## src/hw/rtl/wmsr_pkg.sv

```systemverilog
package wmsr_pkg;

  localparam int unsigned DataW = 64;
  localparam int unsigned CntW  = $clog2(DataW);
  localparam int unsigned AddrW = 5;
  localparam int unsigned IdxW  = 2;

  localparam logic [CntW-1:0] CntLast = CntW'(DataW - 1);

  // Register indexes, taken from paddr[4:3]
  localparam logic [IdxW-1:0] RegModeIdx    = 2'd0;
  localparam logic [IdxW-1:0] RegModulusIdx = 2'd1;
  localparam logic [IdxW-1:0] RegWeightIdx  = 2'd2;

  localparam logic ModeWeighted = 1'b0;
  localparam logic ModeMax      = 1'b1;

  localparam logic [DataW-1:0] ModulusInit = DataW'(1);
  localparam logic [DataW-1:0] WeightInit  = DataW'(1);
  localparam logic [DataW-1:0] PowerInit   = DataW'(1);

  typedef struct packed {
    logic             mode;
    logic [DataW-1:0] modulus;
    logic [DataW-1:0] weight;
  } cfg_t;

  // One request to the shared modular step: (2r or r) + addend, mod q
  typedef struct packed {
    logic             dbl;
    logic [DataW-1:0] r;
    logic [DataW-1:0] addend;
  } step_req_t;

endpackage

```

## src/hw/rtl/wmsr_apb_regs.sv

```systemverilog
module wmsr_apb_regs (
  input  logic                       clk_i,
  input  logic                       rst_ni,
  input  logic                       psel,
  input  logic                       penable,
  input  logic                       pwrite,
  input  logic [wmsr_pkg::AddrW-1:0] paddr,
  input  logic [wmsr_pkg::DataW-1:0] pwdata,
  output logic [wmsr_pkg::DataW-1:0] prdata,
  output logic                       pready,
  output wmsr_pkg::cfg_t             cfg_o
);
  import wmsr_pkg::*;

  logic            wr_en;
  logic [IdxW-1:0] idx;
  cfg_t            cfg_q;

  assign pready = 1'b1;
  assign wr_en  = psel && penable && pwrite;
  assign idx    = paddr[AddrW-1:AddrW-IdxW];
  assign cfg_o  = cfg_q;

  always_ff @(posedge clk_i or negedge rst_ni) begin
    if (!rst_ni) begin
      cfg_q.mode    <= ModeWeighted;
      cfg_q.modulus <= ModulusInit;
      cfg_q.weight  <= WeightInit;
    end else if (wr_en) begin
      unique case (idx)
        RegModeIdx:    cfg_q.mode    <= pwdata[0];
        RegModulusIdx: cfg_q.modulus <= pwdata;
        RegWeightIdx:  cfg_q.weight  <= pwdata;
        default: ;
      endcase
    end
  end

  always_comb begin
    unique case (idx)
      RegModeIdx:    prdata = {{(DataW-1){1'b0}}, cfg_q.mode};
      RegModulusIdx: prdata = cfg_q.modulus;
      RegWeightIdx:  prdata = cfg_q.weight;
      default:       prdata = '0;
    endcase
  end

endmodule

```

## src/hw/rtl/wmsr_modstep.sv

```systemverilog
module wmsr_modstep (
  input  wmsr_pkg::step_req_t        req_i,
  input  logic [wmsr_pkg::DataW-1:0] modulus_i,
  output logic [wmsr_pkg::DataW-1:0] res_o
);
  import wmsr_pkg::*;

  localparam int unsigned SumW = DataW + 2;

  logic [SumW-1:0] base;
  logic [SumW-1:0] sum;
  logic [SumW-1:0] q1;
  logic [SumW-1:0] q2;
  logic [SumW-1:0] d1;
  logic [SumW-1:0] d2;

  // Both operands sit below q, so the sum stays below 3q
  assign base = req_i.dbl ? {1'b0, req_i.r, 1'b0} : {2'b00, req_i.r};
  assign sum  = base + {2'b00, req_i.addend};
  assign q1   = {2'b00, modulus_i};
  assign q2   = {1'b0, modulus_i, 1'b0};
  assign d1   = sum - q1;
  assign d2   = sum - q2;

  always_comb begin
    priority if (modulus_i == '0) res_o = sum[DataW-1:0]; // modulus 2^64: wrap
    else if (sum >= q2)           res_o = d2[DataW-1:0];
    else if (sum >= q1)           res_o = d1[DataW-1:0];
    else                          res_o = sum[DataW-1:0];
  end

endmodule

```

## src/hw/rtl/wmsr_core.sv

```systemverilog
module wmsr_core (
  input  logic                       clk_i,
  input  logic                       rst_ni,
  input  wmsr_pkg::cfg_t             cfg_i,
  input  logic                       in_valid_i,
  output logic                       in_stall_o,
  input  logic [wmsr_pkg::DataW-1:0] value_i,
  input  logic                       last_value_i,
  output logic                       emit_valid_o,
  input  logic                       emit_ready_i,
  output logic [wmsr_pkg::DataW-1:0] emit_data_o
);
  import wmsr_pkg::*;

  typedef enum logic [2:0] {
    S_IDLE,
    S_CHKP,
    S_REDP,
    S_MULT,
    S_REDT,
    S_ADDT,
    S_MULW,
    S_EMIT
  } state_e;

  state_e           state_q, state_d;
  logic [DataW-1:0] total_q, total_d;
  logic [DataW-1:0] power_q, power_d;
  logic [CntW-1:0]  cnt_q, cnt_d;
  logic [DataW-1:0] acc_q, acc_d;
  logic [DataW-1:0] x_q, x_d;
  logic [DataW-1:0] term_q, term_d;
  logic [DataW-1:0] val_q, val_d;
  logic             last_q, last_d;

  step_req_t        step_req;
  logic [DataW-1:0] step_res;
  logic             x_msb;

  function automatic logic need_red(input logic [DataW-1:0] x, input logic [DataW-1:0] q);
    need_red = (q != '0) && (x >= q);
  endfunction

  wmsr_modstep u_step (
    .req_i     (step_req),
    .modulus_i (cfg_i.modulus),
    .res_o     (step_res)
  );

  assign x_msb        = x_q[DataW-1];
  assign in_stall_o   = (state_q != S_IDLE);
  assign emit_valid_o = (state_q == S_EMIT);
  assign emit_data_o  = total_q;

  always_comb begin
    state_d = state_q;
    total_d = total_q;
    power_d = power_q;
    cnt_d   = cnt_q;
    acc_d   = acc_q;
    x_d     = x_q;
    term_d  = term_q;
    val_d   = val_q;
    last_d  = last_q;

    step_req.dbl    = 1'b1;
    step_req.r      = acc_q;
    step_req.addend = '0;

    unique case (state_q)
      S_IDLE: begin
        if (in_valid_i) begin
          val_d  = value_i;
          last_d = last_value_i;
          if (cfg_i.mode == ModeMax) begin
            if (value_i > total_q) total_d = value_i;
            state_d = last_value_i ? S_EMIT : S_IDLE;
          end else begin
            state_d = S_CHKP;
          end
        end
      end
      S_CHKP: begin
        cnt_d = '0;
        acc_d = '0;
        if (need_red(power_q, cfg_i.modulus)) begin
          x_d     = power_q;
          state_d = S_REDP;
        end else begin
          x_d     = val_q;
          state_d = S_MULT;
        end
      end
      S_REDP: begin
        // shift one bit of power into the remainder
        step_req.addend = {{(DataW-1){1'b0}}, x_msb};
        acc_d = step_res;
        x_d   = x_q << 1;
        cnt_d = cnt_q + 1'b1;
        if (cnt_q == CntLast) begin
          power_d = step_res;
          acc_d   = '0;
          x_d     = val_q;
          state_d = S_MULT;
        end
      end
      S_MULT: begin
        // term = power * value mod q, value bits MSB first
        step_req.addend = x_msb ? power_q : '0;
        acc_d = step_res;
        x_d   = x_q << 1;
        cnt_d = cnt_q + 1'b1;
        if (cnt_q == CntLast) begin
          term_d = step_res;
          acc_d  = '0;
          if (need_red(total_q, cfg_i.modulus)) begin
            x_d     = total_q;
            state_d = S_REDT;
          end else begin
            state_d = S_ADDT;
          end
        end
      end
      S_REDT: begin
        step_req.addend = {{(DataW-1){1'b0}}, x_msb};
        acc_d = step_res;
        x_d   = x_q << 1;
        cnt_d = cnt_q + 1'b1;
        if (cnt_q == CntLast) begin
          total_d = step_res;
          state_d = S_ADDT;
        end
      end
      S_ADDT: begin
        step_req.dbl    = 1'b0;
        step_req.r      = total_q;
        step_req.addend = term_q;
        total_d = step_res;
        acc_d   = '0;
        x_d     = cfg_i.weight;
        cnt_d   = '0;
        state_d = S_MULW;
      end
      S_MULW: begin
        // advance power: power * w mod q
        step_req.addend = x_msb ? power_q : '0;
        acc_d = step_res;
        x_d   = x_q << 1;
        cnt_d = cnt_q + 1'b1;
        if (cnt_q == CntLast) begin
          power_d = step_res;
          state_d = last_q ? S_EMIT : S_IDLE;
        end
      end
      S_EMIT: begin
        if (emit_ready_i) begin
          total_d = '0;
          power_d = PowerInit;
          state_d = S_IDLE;
        end
      end
      default: state_d = S_IDLE;
    endcase
  end

  always_ff @(posedge clk_i or negedge rst_ni) begin
    if (!rst_ni) begin
      state_q <= S_IDLE;
      total_q <= '0;
      power_q <= PowerInit;
      cnt_q   <= '0;
    end else begin
      state_q <= state_d;
      total_q <= total_d;
      power_q <= power_d;
      cnt_q   <= cnt_d;
    end
  end

  always_ff @(posedge clk_i) begin
    acc_q  <= acc_d;
    x_q    <= x_d;
    term_q <= term_d;
    val_q  <= val_d;
    last_q <= last_d;
  end

endmodule

```

## src/hw/rtl/weighted_mod_sum_and_max_reducer_unit.sv

```systemverilog
// channel   direction  handshake                  payload
// input     in         in_valid_i / in_stall_o    value_i, last_value_i
// output    out        out_valid_o / out_stall_i  reduced_o
// config    in         APB psel/penable/pready    paddr, pwdata, prdata
//
// Max mode: one beat per cycle while no result waits. Weighted mode: two
// 64-step passes of the shared modular double-and-add unit per beat, and
// one more 64-step pass each for a power or total at or above q; the input
// stalls until they end. A last beat hands its result to the output register
// via the emit state, which holds while that register is full and stalled.
// Reset clears the config to mode 0, q = 1, w = 1, total 0 and power 1.
module weighted_mod_sum_and_max_reducer_unit (
  input  logic                       clk_i,
  input  logic                       rst_ni,
  input  logic                       in_valid_i,
  output logic                       in_stall_o,
  input  logic [wmsr_pkg::DataW-1:0] value_i,
  input  logic                       last_value_i,
  output logic                       out_valid_o,
  input  logic                       out_stall_i,
  output logic [wmsr_pkg::DataW-1:0] reduced_o,
  input  logic                       psel,
  input  logic                       penable,
  input  logic                       pwrite,
  input  logic [wmsr_pkg::AddrW-1:0] paddr,
  input  logic [wmsr_pkg::DataW-1:0] pwdata,
  output logic [wmsr_pkg::DataW-1:0] prdata,
  output logic                       pready
);
  import wmsr_pkg::*;

  cfg_t             cfg;
  logic             emit_valid;
  logic             emit_ready;
  logic [DataW-1:0] emit_data;
  logic             out_valid_q;
  logic [DataW-1:0] reduced_q;

  wmsr_apb_regs u_regs (
    .clk_i   (clk_i),
    .rst_ni  (rst_ni),
    .psel    (psel),
    .penable (penable),
    .pwrite  (pwrite),
    .paddr   (paddr),
    .pwdata  (pwdata),
    .prdata  (prdata),
    .pready  (pready),
    .cfg_o   (cfg)
  );

  wmsr_core u_core (
    .clk_i        (clk_i),
    .rst_ni       (rst_ni),
    .cfg_i        (cfg),
    .in_valid_i   (in_valid_i),
    .in_stall_o   (in_stall_o),
    .value_i      (value_i),
    .last_value_i (last_value_i),
    .emit_valid_o (emit_valid),
    .emit_ready_i (emit_ready),
    .emit_data_o  (emit_data)
  );

  assign emit_ready  = !out_valid_q || !out_stall_i;
  assign out_valid_o = out_valid_q;
  assign reduced_o   = reduced_q;

  always_ff @(posedge clk_i or negedge rst_ni) begin
    if (!rst_ni) begin
      out_valid_q <= 1'b0;
    end else if (emit_valid && emit_ready) begin
      out_valid_q <= 1'b1;
    end else if (!out_stall_i) begin
      out_valid_q <= 1'b0;
    end
  end

  always_ff @(posedge clk_i) begin
    if (emit_valid && emit_ready) reduced_q <= emit_data;
  end

  // a taken weighted beat locks the input side for at least the next cycle
  assert property (@(posedge clk_i) disable iff (!rst_ni)
    (in_valid_i && !in_stall_o && cfg.mode == ModeWeighted) |=> in_stall_o)
    else $error("input not held after weighted beat");

  // a blocked result stays pending in the core
  assert property (@(posedge clk_i) disable iff (!rst_ni)
    (emit_valid && !emit_ready) |=> emit_valid)
    else $error("result dropped while output register full");

  // a new output beat comes only from a core result
  assert property (@(posedge clk_i) disable iff (!rst_ni)
    $rose(out_valid_o) |-> $past(emit_valid))
    else $error("output valid without core result");

  // a result taken from the core is loaded into the output register
  assert property (@(posedge clk_i) disable iff (!rst_ni)
    (emit_valid && emit_ready) |=> out_valid_o)
    else $error("result not loaded into output register");

endmodule

```

## config.mk

```make
export PLATFORM = sky130hd
export DESIGN_NAME = weighted_mod_sum_and_max_reducer_unit
export DESIGN_NICKNAME = d
export VERILOG_FILES = /design/src/hw/rtl/wmsr_pkg.sv /design/src/hw/rtl/wmsr_apb_regs.sv /design/src/hw/rtl/wmsr_modstep.sv /design/src/hw/rtl/wmsr_core.sv /design/src/hw/rtl/weighted_mod_sum_and_max_reducer_unit.sv
export SDC_FILE = /design/constraint.sdc
export NUM_CORES = 2
export LEC_CHECK = 0
export BUFFER_PORTS_ARGS = -buffer_cell sky130_fd_sc_hd__buf_4
export CAP_MARGIN = 20
export CELL_PAD_IN_SITES_DETAIL_PLACEMENT = 0
export CELL_PAD_IN_SITES_GLOBAL_PLACEMENT = 1
export CORE_UTILIZATION = 25
export CTS_CLUSTER_DIAMETER = 100
export CTS_CLUSTER_SIZE = 28
export DETAILED_ROUTE_END_ITERATION = 10
export GPL_ROUTABILITY_DRIVEN = 0
export PLACE_DENSITY_LB_ADDON = 0.1
export SKIP_CTS_REPAIR_TIMING = 1
export SLEW_MARGIN = 20
export SYNTH_ARGS = -nofsm -noshare
export SYNTH_HDL_FRONTEND = slang
export SYNTH_SLANG_ARGS = --single-unit
export TNS_END_PERCENT = 100
```

## constraint.sdc

```tcl
create_clock -name clk_i -period 13.02 [get_ports clk_i]
set_input_delay 2.604 -clock clk_i [delete_from_list [all_inputs] [get_ports clk_i]]
set_output_delay 2.604 -clock clk_i [all_outputs]
set_load 0.005 [all_outputs]
```

==> run_results.csv <==
group,metric,value,unit
run_status,status,"complete, but fails checks",
run_status,violations,"design-rule violations",
clock_network,clk_latency,0.67,ns
floorplan,die_w,424,um
logic_synthesis,synth_nets,5445,
finish,final_util,28.7,%
critical_path,arrival,11.04,ns
sta,rsz0062_at_grt,"no",
finish,final_nets,5575,
clock_network,cts_buffer_depth,3,
pwr,peakVddDrop,187,uV
placement,io_buffer_count,267,
critical_path,worstPathMaxFanout,65,
critical_path,crit_path_top_delay_cell,"nor4_1",
clock_network,clk_pin_slew_worst_paths,0.10,ns
logic_synthesis,yosysUniqueCellTypes,101,
clock_network,h-tree-depth,2,
sta,clock_skew,0.0491,ns
pwr,p_switching,5890,uW
finish,syn2layout_area_growth,14.0,%
logic_synthesis,async_flop_share,45.4,%
drt,vias,40200,
clock_network,clockRootBuffer,"clkbuf_16",
drt,drt-pass1-iter-count,9,
run,drv_cap,0,
logic_synthesis,syn_area_per_cell,9.04,um^2
pwr,p_int,5530,uW
worst_hold_path,hp-start,"u_core.cnt_q[2]",
sta,fmax,93.8,MHz
logic_synthesis,yosysSeqAreaShare,36.7,%
finish,regArea,16300,um^2
floorplan,ios,272,
placement,dpl.hpwl,170000,um
critical_path,criticalPathCategory,"flop to flop",
global_route,grtUsageMet2,37.6,%
critical_path,worstPathRequired,13.40,ns
global_route,met1_usage,32.9,%
drt,drc,36,
global_route,grt.met3_usage,3.18,%
floorplan,dieArea,179000,um^2
finish,multiInputGateArea,26200,um^2
global_route,grt_antenna_before_repair,16,
sta,finalSetupTns,0,ns
drt,drt_wl_total,217000,um
critical_path,crit_start,"u_core.state_q[2]",
drt,viasPerCell,5.42,
global_route,grt.total_usage,23.5,%
clock_network,cts_buffers,38,
sta,fin_crit,10.66,ns
finish,drive_gt1_share,14.7,%
logic_synthesis,netlist_area,44400,um^2
floorplan,core_area,176000,um^2
sta,worst_slack,2.36,ns
critical_path,r2r_start,"u_core.state_q[2]",
sta,finalSetupViolations,0,
critical_path,critPathLaunchType,"flop",
floorplan,rows,154,
logic_synthesis,synth_edf_count,321,
pwr,seqPwrFrac,22.6,%
floorplan,die_y,424,um
global_route,first_global_vias,39600,
finish,final_common_cell,"a21oi_1",
finish,n_fill_cell,18700,
finish,design_area,50700,um^2
pwr,power_frac_clock,13.2,%
pwr,comb_power_share,64.1,%
drt,ant_nets,0,
worst_hold_path,hp-class,"flop to flop",
global_route,overflow,0,
drt,drtIter0Drc,3381,
critical_path,end_kind,"flop",
sta,worst-slew-pin-transition,1.19,ns
pwr,leakage,0.0214,uW
pwr,p_per_area,225,nW/um^2
clock_network,cts_tree,"built",
placement,place_area,49200,um^2
critical_path,cpMostUsedCell,"nor2_1",
critical_path,max_stage_delay,0.95,ns
placement,post-place-ws,2.68,ns
sta,final_hold_viol_count,0,
sta,relSlewSlack,20.7,%
finish,mostFrequentLayoutCells,"a21oi_1, nand2_1, ha_1",
global_route,grt-busiest-layer,"met2",
logic_synthesis,synth_ff_type,"edfxtp_1",
clock_network,cts.sinks,588,
pwr,switching_share,51.6,%
floorplan,start_util,25.2,%
global_route,grt_pass1_wl,306000,um
sta,timing.final.crit_share,81.9,%
logic_synthesis,ys_seq_elements,588,
logic_synthesis,ys_warn_count,0,
drt,wire_per_inst,29.2,um
global_route,grt_start_max_net_pins,74,
logic_synthesis,synth_cells,4916,
sta,slew_viol_final,0,
sequential cells by signal, summed over array words and instances (netlist names), 6 cells and up:
| signal | flops |
|---|---|
| u_core.x_q | 64 |
| u_core.term_q | 64 |
| u_core.val_q | 64 |
| u_core.acc_q | 64 |
| u_core.emit_data_o | 64 |
| u_regs.cfg_o | 129 |
| u_core.cnt_q | 6 |
| u_core.power_q | 64 |
| reduced_o | 64 |
synth_stat cells, types with 23 or more instances:
cell	n	share of area [%]
a31oi_1	38	0.53
o21bai_1	32	0.54
a21oi_1	557	6.3
clkbuf_1	211	1.8
buf_1	23	0.19
nor2_1	295	2.5
nand3_1	151	1.7
nand4_1	85	1.2
buf_2	31	0.35
o31ai_1	24	0.41
xor2_1	64	1.3
ha_1	385	11
o211ai_1	30	0.51
nor2b_1	25	0.35
xnor2_1	104	2.0
edfxtp_1	321	22
nor3_1	67	0.75
mux2i_1	68	1.5
o21ai_1	29	0.33
o21a_1	40	0.68
o221ai_1	55	1.1
dfrtp_1	264	15
a22o_1	129	2.5
a21o_1	137	2.3
nand2_1	531	4.5
mux2_2	206	5.2
nor4_1	44	0.62
o22ai_1	89	1.3
inv_1	267	2.3
nand2b_1	26	0.37
o21ai_0	270	3.0
cells by family (layout without fill, tap and decap cells):
kind of cell | after synthesis | after routing | share of synthesized area, %
compound gates | 1627 | 1627 | 23.8
xor+xnor | 169 | 169 | 3.35
fa+ha+maj | 388 | 388 | 11.0
buf+inv | 549 | 708 | 4.86
flops | 588 | 588 | 36.7
mux | 274 | 274 | 6.75
other cells | 1 | 3 | 0.00844
simple gates | 1320 | 1320 | 13.5
area by class of cell:
class / count / share of cell area [%]
tap: 2340 / 5.78
clock buffer: 43 / 2.04
timing repair buffer: 369 / 5.51
multi-input combinational: 3779 / 51.7
clock inverter: 26 / 0.768
sequential: 588 / 32.2
antenna: 2 / 0.00988
inverter: 270 / 2.01
path summary, 6_finish.rpt:
kind,to,slack (ns),depth (start not counted)
min,u_core.cnt_q[2],0.51,1
max reg2reg,u_core.acc_q[17],2.36,28
max in group asynchronous,u_core.state_q[0],9.04,3
min in group asynchronous,u_regs.cfg_o[26],1.91,1
max,u_core.acc_q[17],2.36,28
min reg2reg,u_core.cnt_q[2],0.51,1
worst max-delay path, delay by kind of cell, from the launching register on:
family,cells,cell delay [ns]
AO/OA/AOI/OAI,8,4.22
XOR/XNOR,1,0.37
adder cells (fa/ha/maj),2,0.77
buffers and inverters,5,1.23
flip-flops,1,0.87
multiplexers,1,0.39
AND/OR/NAND/NOR,11,2.47
layer usage:
metal  wire length, um  part of all wire [%]
met5                24                 0.011
met4              6480                   3.0
met3             10600                   4.9
met2             98200                    45
met1            101000                    47
power groups by stage:
stage	clock network, uW	logic (uW)	registers, uW
floorplan	0	4630	2510
finish	1510	7320	2580
detailed placement	0	7220	2630
global placement	0	7230	2620
global route	1610	7920	2610
CTS	1560	7270	2590
metrics by stage:
step / cells / hold WS [ns] / total power (uW)
after floorplan: 4916 / 0.462 / 7140
after global placement: 7346 / 0.495 / 9860
after detailed placement: 7346 / 0.494 / 9850
after CTS: 7415 / 0.507 / 11400
after global routing: 7415 / 0.579 / 12100
final: 7417 / 0.512 / 11400
Note: power is estimated with default switching activity, not from simulation.
